File: src/hdl/bhfp_pkg.sv
// Shared types, constants and helper functions for the bitmap header field parser.
package bhfp_pkg;

    localparam int DATA_W  = 8;
    localparam int TDATA_W = 168;
    localparam int TUSER_W = 2;

    typedef enum logic [1:0] {
        PH_IDLE,
        PH_BITMAP2,
        PH_FIELD,
        PH_PAYLOAD
    } t_phase;

    typedef enum logic [1:0] {
        KIND_HEADER  = 2'd0,
        KIND_ESP     = 2'd1,
        KIND_PAYLOAD = 2'd2,
        KIND_TRUNC   = 2'd3
    } t_kind;

    // Header field indexes, in wire order; also the bit positions of the present flags.
    localparam logic [2:0] FLD_VERSION  = 3'd0;
    localparam logic [2:0] FLD_DEST     = 3'd1;
    localparam logic [2:0] FLD_LENGTH   = 3'd2;
    localparam logic [2:0] FLD_TTL      = 3'd3;
    localparam logic [2:0] FLD_FLOW     = 3'd4;
    localparam logic [2:0] FLD_SRC      = 3'd5;
    localparam logic [2:0] FLD_PROTOCOL = 3'd6;
    localparam logic [2:0] FLD_CHECKSUM = 3'd7;

    // First bitmap byte.
    localparam int BM1_CONT    = 7;
    localparam int BM1_ESP     = 6;
    localparam int BM1_VERSION = 5;
    localparam int BM1_DEST_HI = 4;
    localparam int BM1_DEST_LO = 3;
    localparam int BM1_LENGTH  = 2;
    localparam int BM1_TTL     = 1;
    localparam int BM1_FLOW    = 0;

    // Second bitmap byte.
    localparam int BM2_SRC_HI   = 6;
    localparam int BM2_SRC_LO   = 5;
    localparam int BM2_PROTOCOL = 4;
    localparam int BM2_CHECKSUM = 3;

    // Address size codes.
    localparam logic [1:0] ADDR_NONE  = 2'd0;
    localparam logic [1:0] ADDR_SHORT = 2'd1;
    localparam logic [1:0] ADDR_WORD  = 2'd2;
    localparam logic [1:0] ADDR_LONG  = 2'd3;

    typedef struct packed {
        logic [7:0] data;
        logic       first;
        logic       last;
    } t_item;

    typedef struct packed {
        t_kind       kind;
        logic [7:0]  present;
        logic [7:0]  version_value;
        logic [31:0] dest_address;
        logic [15:0] length_value;
        logic [7:0]  ttl_value;
        logic [31:0] flow_value;
        logic [31:0] src_address;
        logic [7:0]  protocol_value;
        logic [15:0] checksum_value;
        logic [7:0]  payload_data;
        logic        payload_last;
    } t_result;

    function automatic logic [4:0] code_bytes(input logic [1:0] code);
        logic [4:0] n;
        unique case (code)
            ADDR_SHORT: n = 5'd2;
            ADDR_WORD:  n = 5'd4;
            ADDR_LONG:  n = 5'd16;
            default:    n = 5'd0;
        endcase
        return n;
    endfunction

    function automatic logic [4:0] field_size(input logic [2:0] k, input logic [1:0] dcode,
                                              input logic [1:0] scode);
        logic [4:0] n;
        unique case (k)
            FLD_VERSION:  n = 5'd1;
            FLD_DEST:     n = code_bytes(dcode);
            FLD_LENGTH:   n = 5'd2;
            FLD_TTL:      n = 5'd1;
            FLD_FLOW:     n = 5'd4;
            FLD_SRC:      n = code_bytes(scode);
            FLD_PROTOCOL: n = 5'd1;
            default:      n = 5'd2;
        endcase
        return n;
    endfunction

endpackage

File: src/hdl/bhfp_in_reg.sv
// Input register: holds one accepted byte until the parse stage takes it.
module bhfp_in_reg (
    input  logic               i_clk,
    input  logic               i_rst_n,
    input  logic               i_tvalid,
    output logic               o_tready,
    input  bhfp_pkg::t_item    i_item,
    input  logic               i_take,
    output logic               o_valid,
    output bhfp_pkg::t_item    o_item
);

    logic            r_valid;
    bhfp_pkg::t_item r_item;
    logic            w_accept;

    assign o_tready = !r_valid || i_take;
    assign w_accept = i_tvalid && o_tready;
    assign o_valid  = r_valid;
    assign o_item   = r_item;

    always_ff @(posedge i_clk) begin
        if (!i_rst_n) begin
            r_valid <= 1'b0;
        end else if (w_accept) begin
            r_valid <= 1'b1;
        end else if (i_take) begin
            r_valid <= 1'b0;
        end
    end

    always_ff @(posedge i_clk) begin
        if (w_accept) begin
            r_item <= i_item;
        end
    end

endmodule

File: src/hdl/bhfp_parse.sv
// Parse stage: packet state registers and the per-byte header decode.
module bhfp_parse (
    input  logic               i_clk,
    input  logic               i_rst_n,
    input  logic               i_en,
    input  bhfp_pkg::t_item    i_item,
    output logic               o_emit,
    output bhfp_pkg::t_result  o_res
);

    bhfp_pkg::t_phase r_phase, n_phase;
    logic [2:0]  r_idx, n_idx;
    logic [4:0]  r_count, n_count;
    logic [7:0]  r_flags, n_flags;
    logic [1:0]  r_dcode, n_dcode;
    logic [1:0]  r_scode, n_scode;
    logic [7:0]  r_version, n_version;
    logic [31:0] r_dest, n_dest;
    logic [15:0] r_length, n_length;
    logic [7:0]  r_ttl, n_ttl;
    logic [31:0] r_flow, n_flow;
    logic [31:0] r_src, n_src;
    logic [7:0]  r_protocol, n_protocol;
    logic [15:0] r_checksum, n_checksum;

    logic [7:0]  w_b;
    logic        w_first;
    logic        w_last;
    logic        w_take;
    logic [7:0]  w_flags;
    logic [4:0]  w_cnt_inc;
    logic        w_field_done;
    logic [3:0]  w_start;
    logic [7:0]  w_masked;
    logic [2:0]  w_found_idx;
    logic        w_found;
    logic        w_adv;
    logic        w_emit;
    bhfp_pkg::t_kind w_kind;

    assign w_b     = i_item.data;
    assign w_first = i_item.first;
    assign w_last  = i_item.last;
    assign w_take  = !w_first && (r_phase == bhfp_pkg::PH_FIELD);

    assign w_cnt_inc    = r_count + 5'd1;
    assign w_field_done = w_cnt_inc >= bhfp_pkg::field_size(r_idx, r_dcode, r_scode);

    // Present flags as they stand once this byte's bitmap bits are decoded.
    always_comb begin
        w_flags = r_flags;
        if (w_first) begin
            w_flags = '0;
            w_flags[bhfp_pkg::FLD_VERSION] = w_b[bhfp_pkg::BM1_VERSION];
            w_flags[bhfp_pkg::FLD_DEST]    = w_b[bhfp_pkg::BM1_DEST_HI] |
                                             w_b[bhfp_pkg::BM1_DEST_LO];
            w_flags[bhfp_pkg::FLD_LENGTH]  = w_b[bhfp_pkg::BM1_LENGTH];
            w_flags[bhfp_pkg::FLD_TTL]     = w_b[bhfp_pkg::BM1_TTL];
            w_flags[bhfp_pkg::FLD_FLOW]    = w_b[bhfp_pkg::BM1_FLOW];
        end else if (r_phase == bhfp_pkg::PH_BITMAP2) begin
            w_flags[bhfp_pkg::FLD_SRC]      = w_b[bhfp_pkg::BM2_SRC_HI] |
                                              w_b[bhfp_pkg::BM2_SRC_LO];
            w_flags[bhfp_pkg::FLD_PROTOCOL] = w_b[bhfp_pkg::BM2_PROTOCOL];
            w_flags[bhfp_pkg::FLD_CHECKSUM] = w_b[bhfp_pkg::BM2_CHECKSUM];
        end
    end

    // Search for the next present field at or after the start index.
    assign w_start  = w_take ? ({1'b0, r_idx} + 4'd1) : 4'd0;
    assign w_masked = w_flags & (8'hFF << w_start);
    assign w_found  = |w_masked;

    always_comb begin
        w_found_idx = '0;
        for (int i = 7; i >= 0; i--) begin
            if (w_masked[i]) begin
                w_found_idx = 3'(i);
            end
        end
    end

    // Field value capture, big-endian.
    always_comb begin
        n_version  = r_version;
        n_dest     = r_dest;
        n_length   = r_length;
        n_ttl      = r_ttl;
        n_flow     = r_flow;
        n_src      = r_src;
        n_protocol = r_protocol;
        n_checksum = r_checksum;
        if (w_first) begin
            n_version  = '0;
            n_dest     = '0;
            n_length   = '0;
            n_ttl      = '0;
            n_flow     = '0;
            n_src      = '0;
            n_protocol = '0;
            n_checksum = '0;
        end else if (w_take) begin
            unique case (r_idx)
                bhfp_pkg::FLD_VERSION:  n_version = w_b;
                bhfp_pkg::FLD_DEST: begin
                    if (r_dcode != bhfp_pkg::ADDR_LONG) begin
                        n_dest = {r_dest[23:0], w_b};
                    end
                end
                bhfp_pkg::FLD_LENGTH:   n_length = {r_length[7:0], w_b};
                bhfp_pkg::FLD_TTL:      n_ttl = w_b;
                bhfp_pkg::FLD_FLOW:     n_flow = {r_flow[23:0], w_b};
                bhfp_pkg::FLD_SRC: begin
                    if (r_scode != bhfp_pkg::ADDR_LONG) begin
                        n_src = {r_src[23:0], w_b};
                    end
                end
                bhfp_pkg::FLD_PROTOCOL: n_protocol = w_b;
                default:                n_checksum = {r_checksum[7:0], w_b};
            endcase
        end
    end

    // Next state of the packet walk.
    always_comb begin
        n_phase = r_phase;
        n_idx   = r_idx;
        n_count = r_count;
        n_flags = r_flags;
        n_dcode = r_dcode;
        n_scode = r_scode;
        w_adv   = 1'b0;
        w_emit  = 1'b0;
        w_kind  = bhfp_pkg::KIND_HEADER;
        if (w_first) begin
            n_count = '0;
            n_scode = '0;
            if (w_b[bhfp_pkg::BM1_ESP]) begin
                n_flags = '0;
                n_dcode = '0;
                n_phase = bhfp_pkg::PH_IDLE;
                w_emit  = 1'b1;
                w_kind  = bhfp_pkg::KIND_ESP;
            end else begin
                n_flags = w_flags;
                n_dcode = w_b[bhfp_pkg::BM1_DEST_HI:bhfp_pkg::BM1_DEST_LO];
                if (w_b[bhfp_pkg::BM1_CONT]) begin
                    n_phase = w_last ? bhfp_pkg::PH_IDLE : bhfp_pkg::PH_BITMAP2;
                    w_emit  = w_last;
                    w_kind  = bhfp_pkg::KIND_TRUNC;
                end else begin
                    w_adv = 1'b1;
                end
            end
        end else begin
            unique case (r_phase)
                bhfp_pkg::PH_BITMAP2: begin
                    n_scode = w_b[bhfp_pkg::BM2_SRC_HI:bhfp_pkg::BM2_SRC_LO];
                    n_flags = w_flags;
                    w_adv   = 1'b1;
                end
                bhfp_pkg::PH_FIELD: begin
                    n_count = w_cnt_inc;
                    if (w_field_done) begin
                        w_adv = 1'b1;
                    end else if (w_last) begin
                        n_phase = bhfp_pkg::PH_IDLE;
                        w_emit  = 1'b1;
                        w_kind  = bhfp_pkg::KIND_TRUNC;
                    end
                end
                bhfp_pkg::PH_PAYLOAD: begin
                    w_emit = 1'b1;
                    w_kind = bhfp_pkg::KIND_PAYLOAD;
                    if (w_last) begin
                        n_phase = bhfp_pkg::PH_IDLE;
                    end
                end
                default: begin
                    n_phase = bhfp_pkg::PH_IDLE;
                end
            endcase
        end
        if (w_adv) begin
            if (!w_found) begin
                // Header complete: report it with the byte just taken.
                w_emit  = 1'b1;
                w_kind  = bhfp_pkg::KIND_HEADER;
                n_phase = w_last ? bhfp_pkg::PH_IDLE : bhfp_pkg::PH_PAYLOAD;
            end else begin
                n_idx   = w_found_idx;
                n_count = '0;
                n_phase = w_last ? bhfp_pkg::PH_IDLE : bhfp_pkg::PH_FIELD;
                w_emit  = w_last;
                w_kind  = bhfp_pkg::KIND_TRUNC;
            end
        end
    end

    // Result fields: whatever does not belong to the kind stays zero.
    always_comb begin
        o_res      = '0;
        o_res.kind = w_kind;
        if (w_kind == bhfp_pkg::KIND_HEADER || w_kind == bhfp_pkg::KIND_TRUNC) begin
            o_res.present = n_flags;
        end
        if (w_kind == bhfp_pkg::KIND_HEADER) begin
            o_res.version_value  = n_version;
            o_res.dest_address   = n_dest;
            o_res.length_value   = n_length;
            o_res.ttl_value      = n_ttl;
            o_res.flow_value     = n_flow;
            o_res.src_address    = n_src;
            o_res.protocol_value = n_protocol;
            o_res.checksum_value = n_checksum;
        end
        if (w_kind == bhfp_pkg::KIND_PAYLOAD) begin
            o_res.payload_data = w_b;
            o_res.payload_last = w_last;
        end
    end

    assign o_emit = w_emit;

    always_ff @(posedge i_clk) begin
        if (!i_rst_n) begin
            r_phase <= bhfp_pkg::PH_IDLE;
            r_idx   <= '0;
            r_count <= '0;
            r_flags <= '0;
            r_dcode <= '0;
            r_scode <= '0;
        end else if (i_en) begin
            r_phase <= n_phase;
            r_idx   <= n_idx;
            r_count <= n_count;
            r_flags <= n_flags;
            r_dcode <= n_dcode;
            r_scode <= n_scode;
        end
    end

    always_ff @(posedge i_clk) begin
        if (i_en) begin
            r_version  <= n_version;
            r_dest     <= n_dest;
            r_length   <= n_length;
            r_ttl      <= n_ttl;
            r_flow     <= n_flow;
            r_src      <= n_src;
            r_protocol <= n_protocol;
            r_checksum <= n_checksum;
        end
    end

`ifndef ASSERT_OFF
    a_esp_on_first: assert property (@(posedge i_clk) disable iff (!i_rst_n)
        (i_en && o_emit && o_res.kind == bhfp_pkg::KIND_ESP) |-> i_item.first)
        else $error("ESP result without a first byte");

    a_payload_phase: assert property (@(posedge i_clk) disable iff (!i_rst_n)
        (i_en && o_emit && o_res.kind == bhfp_pkg::KIND_PAYLOAD)
            |-> (r_phase == bhfp_pkg::PH_PAYLOAD && !i_item.first))
        else $error("payload result outside the payload phase");

    a_last_to_idle: assert property (@(posedge i_clk) disable iff (!i_rst_n)
        (i_en && i_item.last) |=> (r_phase == bhfp_pkg::PH_IDLE))
        else $error("parser not idle after the last byte of a packet");

    a_trunc_no_values: assert property (@(posedge i_clk) disable iff (!i_rst_n)
        (o_emit && o_res.kind == bhfp_pkg::KIND_TRUNC)
            |-> (o_res.dest_address == '0 && o_res.flow_value == '0 &&
                 o_res.src_address == '0))
        else $error("truncated-header result carries field values");
`endif

endmodule

File: src/hdl/bhfp_out_reg.sv
// Result register: holds one result until the downstream side takes it.
module bhfp_out_reg (
    input  logic               i_clk,
    input  logic               i_rst_n,
    input  logic               i_load,
    input  logic               i_emit,
    input  bhfp_pkg::t_result  i_res,
    input  logic               i_tready,
    output logic               o_tvalid,
    output bhfp_pkg::t_result  o_res,
    output logic               o_can_load
);

    logic              r_valid;
    bhfp_pkg::t_result r_res;

    assign o_can_load = !r_valid || i_tready;
    assign o_tvalid   = r_valid;
    assign o_res      = r_res;

    always_ff @(posedge i_clk) begin
        if (!i_rst_n) begin
            r_valid <= 1'b0;
        end else if (i_load) begin
            r_valid <= i_emit;
        end else if (i_tready) begin
            r_valid <= 1'b0;
        end
    end

    always_ff @(posedge i_clk) begin
        if (i_load && i_emit) begin
            r_res <= i_res;
        end
    end

endmodule

File: src/hdl/bitmap_header_field_parser_core.sv
// A byte sits in the input register, then its result in the result register.
// Throughput: one byte per cycle unless a result waits for the downstream side;
// one result register and one input register let a new byte enter meanwhile.
// Reset: synchronous, active low; clears both handshake stages and returns the
// parser to idle, so bytes before the next first byte give no result.
module bitmap_header_field_parser_core (
    input  logic                           i_clk,
    input  logic                           i_rst_n,
    input  logic                           s_axis_tvalid,
    output logic                           s_axis_tready,
    input  logic [bhfp_pkg::DATA_W-1:0]    s_axis_tdata,   // data_byte
    input  logic                           s_axis_tuser,   // first_byte
    input  logic                           s_axis_tlast,   // last_byte
    output logic                           m_axis_tvalid,
    input  logic                           m_axis_tready,
    // present, version_value, dest_address, length_value, ttl_value, flow_value,
    // src_address, protocol_value, checksum_value, payload_data
    output logic [bhfp_pkg::TDATA_W-1:0]   m_axis_tdata,
    output logic [bhfp_pkg::TUSER_W-1:0]   m_axis_tuser,   // kind
    output logic                           m_axis_tlast    // payload_last
);

    bhfp_pkg::t_item   w_in_item;
    bhfp_pkg::t_item   w_item;
    logic              w_item_valid;
    logic              w_can_load;
    logic              w_take;
    logic              w_emit;
    bhfp_pkg::t_result w_res;
    bhfp_pkg::t_result w_out;

    assign w_in_item.data  = s_axis_tdata;
    assign w_in_item.first = s_axis_tuser;
    assign w_in_item.last  = s_axis_tlast;

    assign w_take = w_item_valid && w_can_load;

    bhfp_in_reg u_in_reg (
        .i_clk    (i_clk),
        .i_rst_n  (i_rst_n),
        .i_tvalid (s_axis_tvalid),
        .o_tready (s_axis_tready),
        .i_item   (w_in_item),
        .i_take   (w_take),
        .o_valid  (w_item_valid),
        .o_item   (w_item)
    );

    bhfp_parse u_parse (
        .i_clk   (i_clk),
        .i_rst_n (i_rst_n),
        .i_en    (w_take),
        .i_item  (w_item),
        .o_emit  (w_emit),
        .o_res   (w_res)
    );

    bhfp_out_reg u_out_reg (
        .i_clk      (i_clk),
        .i_rst_n    (i_rst_n),
        .i_load     (w_take),
        .i_emit     (w_emit),
        .i_res      (w_res),
        .i_tready   (m_axis_tready),
        .o_tvalid   (m_axis_tvalid),
        .o_res      (w_out),
        .o_can_load (w_can_load)
    );

    assign m_axis_tdata = {w_out.payload_data, w_out.checksum_value, w_out.protocol_value,
                           w_out.src_address, w_out.flow_value, w_out.ttl_value,
                           w_out.length_value, w_out.dest_address, w_out.version_value,
                           w_out.present};
    assign m_axis_tuser = w_out.kind;
    assign m_axis_tlast = w_out.payload_last;

endmodule

File: config.mk
export PLATFORM = sky130hd
export DESIGN_NAME = bitmap_header_field_parser_core
export DESIGN_NICKNAME = d
export VERILOG_FILES = /design/src/hdl/bhfp_pkg.sv /design/src/hdl/bhfp_in_reg.sv /design/src/hdl/bhfp_parse.sv /design/src/hdl/bhfp_out_reg.sv /design/src/hdl/bitmap_header_field_parser_core.sv
export SDC_FILE = /design/constraint.sdc
export NUM_CORES = 1
export LEC_CHECK = 0
export ABC_AREA = 1
export BUFFER_PORTS_ARGS = -buffer_cell sky130_fd_sc_hd__buf_2
export CAP_MARGIN = 20
export CORE_ASPECT_RATIO = 0.7
export CORE_MARGIN = 4
export CORE_UTILIZATION = 53
export CTS_BUF_LIST = sky130_fd_sc_hd__clkbuf_16
export DETAILED_ROUTE_END_ITERATION = 10
export PLACE_DENSITY = 0.74
export SLEW_MARGIN = 5
export SYNTH_ARGS = -nofsm -noshare
export SYNTH_HDL_FRONTEND = slang
export SYNTH_SLANG_ARGS = --single-unit
export TNS_END_PERCENT = 10
File: constraint.sdc
create_clock -name i_clk -period 11.4 [get_ports i_clk]
set_clock_uncertainty 0.15 [all_clocks]
set_input_delay 2.28 -clock i_clk [delete_from_list [all_inputs] [get_ports i_clk]]
set_output_delay 2.28 -clock i_clk [all_outputs]
set_load 0.03 [all_outputs]
==> out/qor.txt <==
CTS
--------------------------------------------------------------------------------
Root buffer cell                                                    sky130_fd_sc_hd__clkbuf_16
Number of buffers inserted to repair setup after CTS                           0
Number of buffers on the longest clock path                                    3
Number of hold buffers added after CTS                                         0
CTS H-tree depth                                                               2
Worst-Skew Late Latency                                                  0.52 ns
Cts bufs inserted                                                             35
Number of gates given a new drive strength after cts                           0
Clock Pin Slew Worst Setup and Hold Paths                                0.07 ns
TritonCTS clock tree                                                         yes
Clock sink count                                                             357

STA
--------------------------------------------------------------------------------
Final-report hold violation count                                              0
Transition time at the pin with the least slew margin                    1.14 ns
Tmin final                                                               5.19 ns
Max Fclk                                                               0.193 GHz
Final total negative setup slack                                            0 ns
Final clock period utilization by the worst path                           45.5%
Slew headroom                                                              23.7%
Setup repair after global routing missed its margin                        false
Final setup violation count                                                    0
Max-slew violation count                                                       0

POWER
--------------------------------------------------------------------------------
Fraction of power consumed by the clock network                            37.7%
VDD IR-drop max                                                         0.127 mV
Switching part of the total power                                          25.2%
Power Dens Cells                                                     166 nW/um^2
Internal power of the cells                                            0.00222 W
P_leak                                                                   7.20 nW
Power share of the combinational group                                     10.1%
Share of total power in sequential cells                                   52.1%
Sw power                                                              0.000748 W

PLACEMENT
--------------------------------------------------------------------------------
IO buf count                                                                 186
Final weighted congestion in routability-driven placement                  0.872
Placed cell count                                                           1936
Half-perimeter wire length after placement                          22300 microns

WORST SETUP PATH
--------------------------------------------------------------------------------
Kind of end point of the critical path                              primary output
Kind of cell with the highest combined delay on the critical path   buffers and inverters
Kind of start point of the critical path                               input pin
Max FO, Critical Path                                                          3
Data required, critical path                                             8.97 ns
Critical path's slowest cell                                        sky130_fd_sc_hd__buf_2
Worst Setup Path Type                                               input pin to primary output
Combined buffer and inverter count along the critical path                     3
Largest stage delay on the critical path                                 0.21 ns
Arrival time worst endpoint                                              2.76 ns
Most common cell type on the critical path                          sky130_fd_sc_hd__buf_2
Cells along the critical path                                       buf_2 > inv_1 > nand3_1 > buf_2

DIE
--------------------------------------------------------------------------------
DIE HEIGHT                                                           151 microns
Initial Util                                                               53.7%
Die area                                                             32100 sq um
Core Box Area                                                        28900 sq um
Horiz. Die Dim                                                       212 microns
Row count                                                                     52
Count of boundary I/O pins                                                   187

MIN PATH
--------------------------------------------------------------------------------
Worst min-delay path category                                       flop to flop

GRT
--------------------------------------------------------------------------------
Met3 usage                                                                 5.07%
Aggregate global routing overflow                                              0
Met1 Usage GRT                                                             33.9%
GRT busiest layer                                                           met1
Largest net degree at the start of global routing                            123
Combined global-route utilization of all metal layers                      22.4%
Number of antenna violations at the first check in global routing              0
Number of global-route vias before repair                                  10400
Met2 routing resource usage after global routing                           33.1%
Global-route wire length before repair                              56400 microns

SYNTHESIS
--------------------------------------------------------------------------------
Sequential area share after synthesis                                      67.6%
Syn avg cell area                                                     10.7 sq um
Synthesized net count                                                       1475
#FFs+latches synth                                                           357
Main combinational cell family by area after synthesis              simple AND/OR/NAND/NOR gates
Total standard cell area after synthesis                             15500 sq um
Yosys cell types                                                              34
Simple-Gate Fraction of Synth Area                                         22.1%
Fraction of synthesized area in multiplexers                                  0%
Number of warnings printed during yosys synthesis                              0
Gate count after technology mapping                                         1446
Post-Synth XOR/XNOR Area                                                  0.169%
Compound-gate portion of the synthesized area                              3.41%
Adder-cell share of the synthesized area                                   1.21%

DETAILED ROUTING
--------------------------------------------------------------------------------
Vias per std cell                                                           5.60
Wire length per cell after detailed routing                         18.3 microns
DRC violation total after the first TritonRoute iteration                   1231
TritonRoute pass-1 iters                                                       5
WL final                                                            36600 microns
Total via count in the routed design                                       11200
Remaining antenna violation count after routing                                0
Remaining routing DRC violations                                               0

LAYOUT
--------------------------------------------------------------------------------
Area Overhead vs Synth                                                     14.9%
Commonest non-fill, non-tap cell in the layout                      sky130_fd_sc_hd__edfxtp_1
Number of non-filler instances in the completed layout                      1999
Net count, final                                                            1625
Leading cell types in the layout, fill and taps excluded            sky130_fd_sc_hd__edfxtp_1, sky130_fd_sc_hd__nand2_1, sky130_fd_sc_hd__nor2_1
Share of layout cells above drive strength 1                               16.7%

RUN STATUS
--------------------------------------------------------------------------------
Result of the run                                                   finished clean

RUN
--------------------------------------------------------------------------------
Max-capacitance violation count                                                0

-- power groups by stage --
| stage | Sequential [W] | Combinational, W | Clock (W) |
|---|---|---|---|
| global placement | 0.00157 | 0.000289 | 0 |
| global route | 0.00155 | 0.000330 | 0.00120 |
| finish | 0.00154 | 0.000301 | 0.00112 |
| detailed placement | 0.00157 | 0.000298 | 0 |
| CTS | 0.00154 | 0.000300 | 0.00114 |
| floorplan | 0.00162 | 0.000167 | 0 |
-- per-layer routing --
metal	up-vias	wire [microns]
met5	-	0
met4	0	671
met3	54	3200
met2	458	16200
met1	5319	16500
li1	5356	-
-- worst paths after layout --
| check | from | to | slack (ns) | depth (start not counted) |
|---|---|---|---|---|
| worst max register to register | u_parse.r_idx[0]$_SDFFE_PN0P_ | u_out_reg.o_res[127]$_SDFFCE_PP0P_ | 6.41 | 21 |
| worst min-delay path | u_parse.r_flags[1]$_SDFFE_PN0P_ | u_parse.r_flags[1]$_SDFFE_PN0P_ | 0.33 | 2 |
| worst max-delay path | m_axis_tready | s_axis_tready | 6.21 | 4 |
| worst min register to register | u_parse.r_flags[1]$_SDFFE_PN0P_ | u_parse.r_flags[1]$_SDFFE_PN0P_ | 0.33 | 2 |
-- per-stage QoR --
step / util, % / power, W / worst slack (ns) / cell area, sq um / hold WS, ns
6_report: 61.7 / 0.00296 / 6.21 / 17800 / 0.333
5_1_grt: 61.6 / 0.00308 / 5.96 / 17800 / 0.347
4_1_cts: 61.6 / 0.00298 / 6.21 / 17800 / 0.335
3_5_place_dp: 57.8 / 0.00187 / 5.91 / 16700 / 0.324
3_3_place_gp: 57.6 / 0.00186 / 5.40 / 16600 / 0.315
2_1_floorplan: - / 0.00179 / 3.80 / 15500 / 0.303
-- worst reg2reg max path, cell delays in order, from the launching register on --
cell                      delay, ns
sky130_fd_sc_hd__dfxtp_1       0.46
sky130_fd_sc_hd__inv_1         0.14
sky130_fd_sc_hd__ha_1          0.24
sky130_fd_sc_hd__nand2_1       0.10
sky130_fd_sc_hd__inv_1         0.07
sky130_fd_sc_hd__o311a_1       0.33
sky130_fd_sc_hd__ha_1          0.28
sky130_fd_sc_hd__nand2_1       0.05
sky130_fd_sc_hd__nand2_1       0.05
sky130_fd_sc_hd__nand2_1       0.05
sky130_fd_sc_hd__nand3_1       0.06
sky130_fd_sc_hd__nand2_1       0.06
sky130_fd_sc_hd__nand2_1       0.08
sky130_fd_sc_hd__nand2_1       0.05
sky130_fd_sc_hd__nand2_1       0.18
sky130_fd_sc_hd__nand4_4       0.22
sky130_fd_sc_hd__nand2_1       0.19
sky130_fd_sc_hd__inv_1         0.06
sky130_fd_sc_hd__ha_1          0.23
sky130_fd_sc_hd__inv_4         0.43
sky130_fd_sc_hd__buf_4         0.92
sky130_fd_sc_hd__nor4_1        0.28
-- registers in the layout, indices dropped and copies added (netlist names) --
name and cells:
u_parse.r_phase 2, u_in_reg.o_valid 1, u_in_reg.o_item 10, u_parse.r_flags 8, u_parse.r_count 5, u_parse.r_checksum 16, u_parse.r_scode 2, u_parse.r_flow 32
u_parse.r_idx 3, u_parse.r_dest 32, u_parse.r_src 32, u_parse.r_length 16, u_out_reg.o_res 171, u_parse.r_version 8, u_parse.r_protocol 8, u_out_reg.o_tvalid 1
u_parse.r_ttl 8, u_parse.r_dcode 2
-- synthesized netlist by cell type, drive strengths merged --
library cell	instances	area, sq um
edfxtp	333	10000
nand2	265	1020
nor2	209	836
inv	126	483
nor3	102	515
nor4	96	601
a21oi	81	405
nand3	78	403
clkbuf	63	236
dfxtp	24	480
buf	22	129
o21ai	19	95.1
ha	15	188
nand4	6	52.6
xor2	3	26.3
a31oi	1	6.26
and3	1	6.26
o21bai	1	11.3
o311a	1	10.0
-- cells by family after synthesis --
family,after synthesis
xor+xnor,3
simple gates,757
buf+inv,211
flops,357
fa+ha+maj,15
compound gates,103
-- cell type report --
type | count | area [sq um]
antenna | 1 | 2.50
clock buffer | 37 | 926
clock inverter | 24 | 165
fill | 2334 | 11100
inverter | 126 | 495
multi-input combinational | 878 | 4190
sequential | 357 | 10500
tap | 378 | 473
timing repair buffer | 198 | 1080
Note: power is estimated with default switching activity, not from simulation.
